==> src/izhikevich_neuron_euler_assert.svh <==
// ----------------------------------------------------------------------------
// izhikevich neuron assertion macros
// concurrent assertion wrappers; they compile away under synthesis
// ----------------------------------------------------------------------------
`ifndef IZHIKEVICH_NEURON_EULER_ASSERT_SVH
`define IZHIKEVICH_NEURON_EULER_ASSERT_SVH

`ifndef SYNTHESIS

// same-cycle implication
`define IZN_ASSERT_IMPL(lbl, clk, rst, ante, cons) \
   lbl: assert property (@(posedge clk) disable iff (rst) (ante) |-> (cons)) \
      else $error("izhikevich neuron assertion failed");

// next-cycle implication
`define IZN_ASSERT_NEXT(lbl, clk, rst, ante, cons) \
   lbl: assert property (@(posedge clk) disable iff (rst) (ante) |=> (cons)) \
      else $error("izhikevich neuron assertion failed");

`else

`define IZN_ASSERT_IMPL(lbl, clk, rst, ante, cons)
`define IZN_ASSERT_NEXT(lbl, clk, rst, ante, cons)

`endif

`endif

==> src/izn_pkg.sv <==
// ----------------------------------------------------------------------------
// izn_pkg
// types and fixed-point constants shared by the izhikevich neuron block
// ----------------------------------------------------------------------------
package izn_pkg;

   localparam int FRAC_BITS  = 16;
   localparam int DATA_WIDTH = 32;
   localparam int DT_WIDTH   = 31;
   localparam int CSR_IDX_W  = 3;
   localparam int ONE_FX     = 1 << FRAC_BITS;

   typedef logic signed [DATA_WIDTH-1:0] fx_type;

   // round(0.04), round(0.02), round(0.2) in fixed point
   localparam fx_type K_QUAD    = fx_type'(((4 << FRAC_BITS) + 50) / 100);
   localparam fx_type A_RESET   = fx_type'(((2 << FRAC_BITS) + 50) / 100);
   localparam fx_type B_RESET   = fx_type'(((2 << FRAC_BITS) + 5) / 10);
   localparam fx_type C_RESET   = fx_type'(-65 * ONE_FX);
   localparam fx_type D_RESET   = fx_type'(8 * ONE_FX);
   localparam fx_type H_RESET   = fx_type'(30 * ONE_FX);
   localparam fx_type C_140     = fx_type'(140 * ONE_FX);
   localparam fx_type U_RESTART = fx_type'(-14 * ONE_FX);
   localparam logic [DT_WIDTH-1:0] DT_RESET = DT_WIDTH'(ONE_FX);

   localparam fx_type FX_MAX = {1'b0, {(DATA_WIDTH-1){1'b1}}};
   localparam fx_type FX_MIN = {1'b1, {(DATA_WIDTH-1){1'b0}}};

   // configuration register indexes
   localparam logic [CSR_IDX_W-1:0] CSR_RECOVERY_RATE        = 3'd0;
   localparam logic [CSR_IDX_W-1:0] CSR_RECOVERY_SENSITIVITY = 3'd1;
   localparam logic [CSR_IDX_W-1:0] CSR_RESET_POTENTIAL      = 3'd2;
   localparam logic [CSR_IDX_W-1:0] CSR_RECOVERY_JUMP        = 3'd3;
   localparam logic [CSR_IDX_W-1:0] CSR_SPIKE_PEAK           = 3'd4;
   localparam logic [CSR_IDX_W-1:0] CSR_STEP_SIZE            = 3'd5;

   typedef struct packed {
      logic signed [31:0] applied_current;
      logic               restart;
   } req_type;

   typedef struct packed {
      logic signed [31:0] potential;
      logic signed [31:0] recovery;
      logic               spike;
      logic               last;
   } rsp_type;

   // datapath micro-operations, one per cycle while the sequencer is not idle or held by a stalled result register
   typedef enum logic [3:0] {
      OP_NONE,
      OP_LOAD,
      OP_KV,
      OP_KVV,
      OP_BV,
      OP_DIFF,
      OP_MUL_A,
      OP_SUBU,
      OP_ADDI,
      OP_MUL_DV,
      OP_MUL_DU,
      OP_U1,
      OP_ROW,
      OP_RESET_ROW
   } dp_op_type;

   typedef struct packed {
      dp_op_type op;
   } dp_cmd_type;

   typedef struct packed {
      logic spike;
   } dp_status_type;

endpackage

==> src/izn_ctrl.sv <==
// ----------------------------------------------------------------------------
// izn_ctrl
// sequencer for one euler step and the result handshake
// ----------------------------------------------------------------------------
module izn_ctrl (
   input  logic                   clock,
   input  logic                   reset,
   input  logic                   req_valid,
   output logic                   req_stall,
   output logic                   rsp_valid,
   input  logic                   rsp_stall,
   output izn_pkg::dp_cmd_type    cmd,
   input  izn_pkg::dp_status_type status
);
   import izn_pkg::*;

   typedef enum logic [12:0] {
      ST_IDLE   = 13'b0000000000001,
      ST_KV     = 13'b0000000000010,
      ST_KVV    = 13'b0000000000100,
      ST_BV     = 13'b0000000001000,
      ST_DIFF   = 13'b0000000010000,
      ST_MUL_A  = 13'b0000000100000,
      ST_SUBU   = 13'b0000001000000,
      ST_ADDI   = 13'b0000010000000,
      ST_MUL_DV = 13'b0000100000000,
      ST_MUL_DU = 13'b0001000000000,
      ST_U1     = 13'b0010000000000,
      ST_ROW    = 13'b0100000000000,
      ST_RESET  = 13'b1000000000000
   } ctrl_state_type;

   ctrl_state_type state_ff, state_in;
   logic      rsp_valid_ff, rsp_valid_in;
   logic      rsp_load;
   logic      slot_free;

   // output register can take a new beat
   assign slot_free = !rsp_valid_ff || !rsp_stall;

   always_comb begin
      state_in = state_ff;
      cmd.op   = OP_NONE;
      rsp_load = 1'b0;
      unique case (state_ff)
         ST_IDLE: begin
            if (req_valid) begin
               cmd.op   = OP_LOAD;
               state_in = ST_KV;
            end
         end
         ST_KV: begin
            cmd.op   = OP_KV;
            state_in = ST_KVV;
         end
         ST_KVV: begin
            cmd.op   = OP_KVV;
            state_in = ST_BV;
         end
         ST_BV: begin
            cmd.op   = OP_BV;
            state_in = ST_DIFF;
         end
         ST_DIFF: begin
            cmd.op   = OP_DIFF;
            state_in = ST_MUL_A;
         end
         ST_MUL_A: begin
            cmd.op   = OP_MUL_A;
            state_in = ST_SUBU;
         end
         ST_SUBU: begin
            cmd.op   = OP_SUBU;
            state_in = ST_ADDI;
         end
         ST_ADDI: begin
            cmd.op   = OP_ADDI;
            state_in = ST_MUL_DV;
         end
         ST_MUL_DV: begin
            cmd.op   = OP_MUL_DV;
            state_in = ST_MUL_DU;
         end
         ST_MUL_DU: begin
            cmd.op   = OP_MUL_DU;
            state_in = ST_U1;
         end
         ST_U1: begin
            cmd.op   = OP_U1;
            state_in = ST_ROW;
         end
         ST_ROW: begin
            if (slot_free) begin
               cmd.op   = OP_ROW;
               rsp_load = 1'b1;
               state_in = status.spike ? ST_RESET : ST_IDLE;
            end
         end
         ST_RESET: begin
            if (slot_free) begin
               cmd.op   = OP_RESET_ROW;
               rsp_load = 1'b1;
               state_in = ST_IDLE;
            end
         end
         default: state_in = ST_IDLE;
      endcase
   end

   assign rsp_valid_in = rsp_load || (rsp_valid_ff && rsp_stall);

   always_ff @(posedge clock) begin
      if (reset) begin
         state_ff     <= ST_IDLE;
         rsp_valid_ff <= 1'b0;
      end else begin
         state_ff     <= state_in;
         rsp_valid_ff <= rsp_valid_in;
      end
   end

   assign req_stall = (state_ff != ST_IDLE);
   assign rsp_valid = rsp_valid_ff;

endmodule

==> config.mk <==
export PLATFORM = sky130hd
export DESIGN_NAME = izn_ctrl
export DESIGN_NICKNAME = d
export VERILOG_FILES = /design/src/izhikevich_neuron_euler_assert.svh /design/src/izn_pkg.sv /design/src/izn_ctrl.sv
export SDC_FILE = /design/constraint.sdc
export NUM_CORES = 1
export LEC_CHECK = 0
export BUFFER_PORTS_ARGS = -buffer_cell sky130_fd_sc_hd__buf_4
export CELL_PAD_IN_SITES_DETAIL_PLACEMENT = 1
export CELL_PAD_IN_SITES_GLOBAL_PLACEMENT = 1
export CORE_ASPECT_RATIO = 0.6
export CORE_MARGIN = 8
export CORE_UTILIZATION = 40
export DETAILED_ROUTE_END_ITERATION = 16
export HOLD_SLACK_MARGIN = 0.12
export PLACE_DENSITY = 0.74
export RECOVER_POWER = 50
export SETUP_SLACK_MARGIN = 0.02
export SYNTH_ARGS = -nofsm -noshare
export SYNTH_HDL_FRONTEND = slang
export SYNTH_SLANG_ARGS = --single-unit
==> constraint.sdc <==
create_clock -name clock -period 4.2 [get_ports clock]
set_clock_uncertainty 0.2 [all_clocks]
set_input_delay 0.63 -clock clock [delete_from_list [all_inputs] [get_ports clock]]
set_output_delay 0.63 -clock clock [all_outputs]
set_load 0.05 [all_outputs]
# Word-level counts from Yosys, hierarchy flattened
# Cells that the tools add are included.
[totals]
regBits = 14
input_bits = 5
output_inout_bits = 6
[classes]
eq_ne = 17
reduce_logical = 7
mux = 11
[op_table]
columns = ["operator", "count"]
rows = [
  ["$pmux 13 s13", 1],
  ["$mux 13", 4],
  ["$pmux 4 s13", 1],
  ["$eq 13x1->1 const B", 1],
  ["$eq 13x10->1 const B", 1],
  ["$eq 13x11->1 const B", 1],
  ["$eq 13x12->1 const B", 1],
  ["$eq 13x13->1 const B", 1],
  ["$eq 13x2->1 const B", 1],
  ["$eq 13x3->1 const B", 1],
  ["$eq 13x4->1 const B", 1],
  ["$eq 13x5->1 const B", 1],
  ["$eq 13x6->1 const B", 1],
  ["$eq 13x7->1 const B", 1],
  ["$eq 13x8->1 const B", 1],
  ["$eq 13x9->1 const B", 1],
  ["$ne 13x1->1 const B", 1],
  ["$mux 4", 2],
  ["$ne 2x2->1 const B", 3],
  ["$mux 1", 3],
  ["$reduce_and 3->1", 1],
  ["$logic_not 1->1", 2],
  ["$logic_or 1x1->1", 2],
  ["$reduce_or 2->1", 1],
  ["$logic_and 1x1->1", 1],
]

# Logic depth before layout (Yosys ltp)
# Gate-level depths: netlist (run 1).
[logic_depth]
depth_word = 5
ltp_mapped = 7

# Worst setup path after synthesis (run 1)
# Ideal clock, no wire load.
[synth_timing]
path_kind = "reg-to-output"
startpoint = "register state_ff[1]"
endpoint = "output port cmd[0] (netlist name)"
path_stages_with_launch = 6
arrival_ns = 1.991
path_slack_ns = 1.379
required_time_ns = 3.370
path_cell_list = "dfxtp_1 > buf_2 > nor4_1 > and2_1 > nand4b_1 > o211ai_1"
[synth_rtl]
columns = ["element", "line", "source"]
rows = [
  ["start, declared", "izn_ctrl.sv:33", "ctrl_state_type state_ff, state_in;"],
  ["start signal, assigned", "izn_ctrl.sv:117", "state_ff <= state_in;"],
  ["end, declared", "izn_ctrl.sv:12", "output izn_pkg::dp_cmd_type cmd,"],
]

==> results of run 1 <==
## registers in the layout, indices dropped and copies added (netlist names)
register and flops:
rsp_valid 1, state_ff 13
## area by class of cell
class / instances / area, um^2 / share of cell area
clock buffer: 3 / 41.3 / 0.0411
inverter: 5 / 18.8 / 0.0187
multi-input combinational: 86 / 556 / 0.553
sequential: 14 / 280 / 0.279
tap: 30 / 37.5 / 0.0374
timing repair buffer: 10 / 71.3 / 0.0710
## routing by layer
metal / vias up / wire (um) / share of wire
met5: - / 0 / 0
met4: 0 / 13 / 0.0046
met3: 2 / 222 / 0.079
met2: 29 / 1240 / 0.44
met1: 425 / 1340 / 0.48
li1: 430 / - / -
## logic make-up after synthesis
kind of cell	count (synthesis)	synth area share
XOR/XNOR	8	0.0731
buffers and inverters	17	0.104
flip-flops	14	0.292
AND/OR/NAND/NOR	61	0.389
AO/OA/AOI/OAI	17	0.141
## tightest hold or removal path: stages (launching register included)
cell and delay (ps):
dfxtp_1 400, nand3_1 110, nor2_1 40
## cells in the mapped netlist, types with 2 or more instances
library cell and count:
a21oi_1 2, buf_2 5, buf_6 4, clkbuf_1 3, dfxtp_1 14, inv_1 5, nand2_1 4, nand2b_1 2
nand3_1 6, nand4_1 3, nor2_1 14, nor3_1 6, nor4_1 5, nor4b_1 6, o211ai_1 2, o21ai_0 3
o21ai_2 2, or3_1 3, or4_1 3, or4b_1 2, xnor2_1 5, xor2_1 3
## power by group
part           internal (uW)  switching [uW]  total, uW
combinational           19.7            31.4       51.0
sequential               135            5.63        141
clock                   63.4            45.4        109
total                    218            82.4        301
## path summary, 6_finish.rpt
path	slack (ps)	to	cells past startpoint	startpoint
max	700	cmd[0]	5	state_ff[6]$_SDFFE_PP0P_
min	380	state_ff[5]$_SDFFE_PP0P_	2	state_ff[4]$_SDFFE_PP0P_
max reg2reg	1310	state_ff[6]$_SDFFE_PP0P_	4	state_ff[6]$_SDFFE_PP0P_
min reg2reg	380	state_ff[5]$_SDFFE_PP0P_	2	state_ff[4]$_SDFFE_PP0P_
## per-stage QoR
step           instance area (um^2)  total power [uW]  hold WS [ps]  setup WS, ps   util
2_1_floorplan                   958               182           310          1380      -
3_3_place_gp                    990               194           381          1370  0.447
3_5_place_dp                    990               195           402          1370  0.447
4_1_cts                        1030               304           391          1100  0.466
5_1_grt                        1000               312           408           565  0.454
6_report                       1000               301           384           698  0.454
==> results.md, run 1 <==
- Outcome: finished clean
- CTS clk-pin slew, worst paths: 60 ps
- Met3 Track Usage GR: 0.0449
- Final Cycle Share: 0.834
- Buffers on Ports: 10
- CTS resizes: 0
- GR Util All Layers: 0.135
- Grt peak-use layer: met2
- First-pass GRT wire length: 4390 um
- Final WL: 2820 um
- Met2 Track Usage GR: 0.206
- Cell taking the most area after synthesis: dfxtp_1
- Actual slew at the worst max-slew pin: 1120 ps
- H-tree depth: 1
- CTS Hold Buffers Added: 0
- Top Ports: 11
- Leak Pwr: 0.000377 uW
- Die area: 4270 um^2
- Commonest cells after routing, fill and taps aside: nor2_1 (14), dfxtp_1 (14), buf_4 (9)
- Setup crit start kind: register
- Crit path max fanout: 8
- Total gr overflow: 0
- Fillers: 285
- Post-synthesis cell count: 117
- Fin nets: 125
- Post-Syn Area: 958 um^2
- Largest net degree at the start of global routing: 13
- Total clock sinks: 14
- Total core area: 2210 um^2
- GPL Wtd Cong: 0.907
- Starting Density: 0.433
- PD cells: 299 nW/um^2
- Die Span Y: 53.9 um
- Worst path bufs/invs: 1
- Top cells by area, synth: dfxtp_1 (29%), nor2_1 (5.5%), nor4b_1 (5.5%)
- Rel. slew slack: 0.247
- Fraction of registers with async set/reset: 0
- Synth-to-layout area growth: 4.83%
- Post-Syn Nets: 122
- CP peak stage delay: 740 ps
- Max VDD drop: 0.000105 V
- DRT Pass-1 Iters: 4
- Sequential area share after synthesis: 0.292
- Clock root cell: clkbuf_8
- Post-CTS Setup Bufs: 0
- Number of synthesized flops with an enable pin: 0
- Fin Setup TNS: 0 ps
- TritonCTS clock tree: yes
- Met1 Usage GRT: 0.181
- Post-synth top flop: dfxtp_1
- Post-DP HPWL: 2040 um
- Min-delay worst type: reg -> reg
- Seq cells post-synth: 14
- Routed len/inst: 19.1 um
- Clock Path Buffers: 2
- FP Rows: 13
- Fin crit period: 3500 ps
- F_max: 286 MHz
- Final setup fails: 0
- Worst path slowest cell: nor4_1
- Critical path capture point type: output pin
- Area share of the largest cell type after synthesis: 0.292
- Crit-path leading delay family: simple AND/OR/NAND/NOR gates
- Slew Viols, Final: 0
- Drt drc: 0
- Initial DRC Count: 39
- Ant. Diodes: 0
- CP Data Required Time: 3370 ps
- Setup CP Type: reg -> out
- RSZ-0062 raised after global routing: false
- Die width: 79.2 um
- Antenna viol nets, final: 0
- Yosys Warn Count: 0
- Share of cells above drive strength 1: 0.136
- Vias in the first global route: 814
- Post-Place Cells: 145
- Routed via count: 886
- Hold Fails Final Rpt: 0
- TritonCTS buffer count: 3
- CP arrival: 2670 ps
- Final non-filler cell total: 148
- Vias per inst: 5.99
- Max-cap violations: 0
- Initial antenna violation count: 0
- Syn_area_per_cell: 8.19 um^2
- Clk_lat worst skew: 240 ps
- Yosys cell types: 37
- Worst path cell trace: nor4_1, nand4_1, or4b_1, o211ai_1, buf_4
Power figures use the tool's default switching activity.
==> run 2: changes to the inputs <==
--- a/config.mk
+++ b/config.mk
@@ -10,10 +10,10 @@
 export CELL_PAD_IN_SITES_GLOBAL_PLACEMENT = 1
 export CORE_ASPECT_RATIO = 0.6
 export CORE_MARGIN = 8
-export CORE_UTILIZATION = 40
+export CORE_UTILIZATION = 38
 export DETAILED_ROUTE_END_ITERATION = 16
 export HOLD_SLACK_MARGIN = 0.12
-export PLACE_DENSITY = 0.74
+export PLACE_DENSITY = 0.73
 export RECOVER_POWER = 50
 export SETUP_SLACK_MARGIN = 0.02
 export SYNTH_ARGS = -nofsm -noshare
==> constraint.sdc (replaced) <==
create_clock -name clock -period 3.2 [get_ports clock]
set_clock_uncertainty 0.2 [all_clocks]
set_input_delay 0.48 -clock clock [delete_from_list [all_inputs] [get_ports clock]]
set_output_delay 0.48 -clock clock [all_outputs]
set_load 0.05 [all_outputs]
==> run 2 against run 1 <==
Critical path depth stayed put; register-to-register slack worse by 910 ps; first-iteration DRC count is 44% higher; global-route usage is 0.70 points higher; core utilization is 3.2 points lower; power up 43%; worst setup slack got worse by 470 ps; routed wire length is 0.89% lower; hold slack got worse by 160 ps; final area is 3.1% higher; critical endpoint unchanged; highest routed layer unchanged.
==> results.md, run 2 (same netlist as run 1, synthesis figures left out) <==
- Outcome: finished clean
- Clock root cell: clkbuf_8
- Logic pwr share: 0.158
- Max-cap violations: 0
- CTS clk-pin slew, worst paths: 60 ps
- Slew Viols, Final: 0
- CP peak stage delay: 600 ps
- Initial antenna violation count: 0
- Top Ports: 11
- Post-DP HPWL: 2080 um
- Max reg flops: 13
- Final setup fails: 0
- CTS resizes: 0
- Fin Setup TNS: 0 ps
- TritonCTS buffer count: 3
- Clock network power share: 0.414
- Vias per inst: 5.95
- Post-CTS Setup Bufs: 0
- Worst Setup SP: state_ff[5]$_SDFFE_PP0P_
- GPL Wtd Cong: 0.879
- Final WL: 2800 um
- CTS Hold Buffers Added: 0
- Routed via count: 898
- Total core area: 2450 um^2
- Setup CP Type: reg -> out
- FP Rows: 14
- Internal Power: 312 uW
- F_max: 336 MHz
- Fin nets: 125
- Crit-path leading delay family: simple AND/OR/NAND/NOR gates
- Die area: 4440 um^2
- Initial DRC Count: 56
- Total gr overflow: 0
- Register share of total power: 0.428
- Ant. Diodes: 0
- GR Util All Layers: 0.142
- Actual slew at the worst max-slew pin: 1190 ps
- H-tree depth: 1
- Min-delay worst type: in -> reg
- Die width: 80.8 um
- Clk_lat worst skew: 250 ps
- Worst path bufs/invs: 1
- Worst path slowest cell: or4b_1
- Hold Crit Start: reset
- Top reg by flops: state_ff
- Largest net degree at the start of global routing: 13
- Routed len/inst: 18.5 um
- Total clock sinks: 14
- Hold Fails Final Rpt: 0
- Share of cells above drive strength 1: 0.151
- CP arrival: 2290 ps
- RR Startpoint: state_ff[1]$_SDFFE_PP0P_
- Buffers on Ports: 10
- Tot Pwr: 430 uW
- PD cells: 415 nW/um^2
- RSZ-0062 raised after global routing: false
- Worst path cell trace: nor4_4, nand4_1, or4b_1, o211ai_1, buf_4
- First-pass GRT wire length: 4640 um
- Sw Ratio: 0.275
- Leak Pwr: 0.000391 uW
- Drt drc: 0
- Antenna viol nets, final: 0
- Clock Path Buffers: 2
- TritonCTS clock tree: yes
- DRT Pass-1 Iters: 4
- P_sw: 118 uW
- Fin crit period: 2970 ps
- Synth-to-layout area growth: 8.09%
- Starting Density: 0.391
- CP Data Required Time: 2520 ps
- Vias in the first global route: 904
- Max VDD drop: 0.000287 V
- Setup crit start kind: register
- Crit path max fanout: 8
- Commonest cells after routing, fill and taps aside: nor2_1 (14), dfxtp_1 (14), buf_4 (9)
- Rel. slew slack: 0.196
- Final Cycle Share: 0.930
- Critical path capture point type: output pin
- Die Span Y: 54.9 um
## run 2: routing by layer
layer,global-route usage,routed length (um)
met3,0.0419,146
met2,0.228,1290
met5,0,0
met1,0.180,1330
met4,0.0529,32
## run 2: path summary, 6_finish.rpt
check,slack [ps],cells after the start,to
hold reg to reg,380,2,rsp_valid$_SDFF_PP0_
setup reg to reg,400,4,state_ff[7]$_SDFFE_PP0P_
setup / recovery,230,5,cmd[0]
hold / removal,230,2,rsp_valid$_SDFF_PP0_
## run 2: area by class of cell
class | count | area (um^2)
fill | 307 | 1420
inverter | 5 | 18.8
tap | 32 | 40.0
sequential | 14 | 280
clock buffer | 4 | 55.1
timing repair buffer | 10 | 71.3
multi-input combinational | 86 | 571
## run 2: power by group through the flow
stage	combinational, uW	clock, uW	sequential (uW)
2_1_floorplan	56.3	0	182
3_3_place_gp	68.4	0	187
3_5_place_dp	68.7	0	188
4_1_cts	70.1	182	184
5_1_grt	73.9	191	184
6_report	68.0	178	184
## run 2: through the flow
step,hold slack (ps),util,instance area (um^2),cells,setup WS (ps)
2_1_floorplan,310,-,958,117,529
3_3_place_gp,380,0.405,992,147,541
3_5_place_dp,401,0.405,992,147,517
4_1_cts,225,0.427,1050,151,232
5_1_grt,241,0.422,1040,151,75.9
6_report,227,0.422,1040,151,225
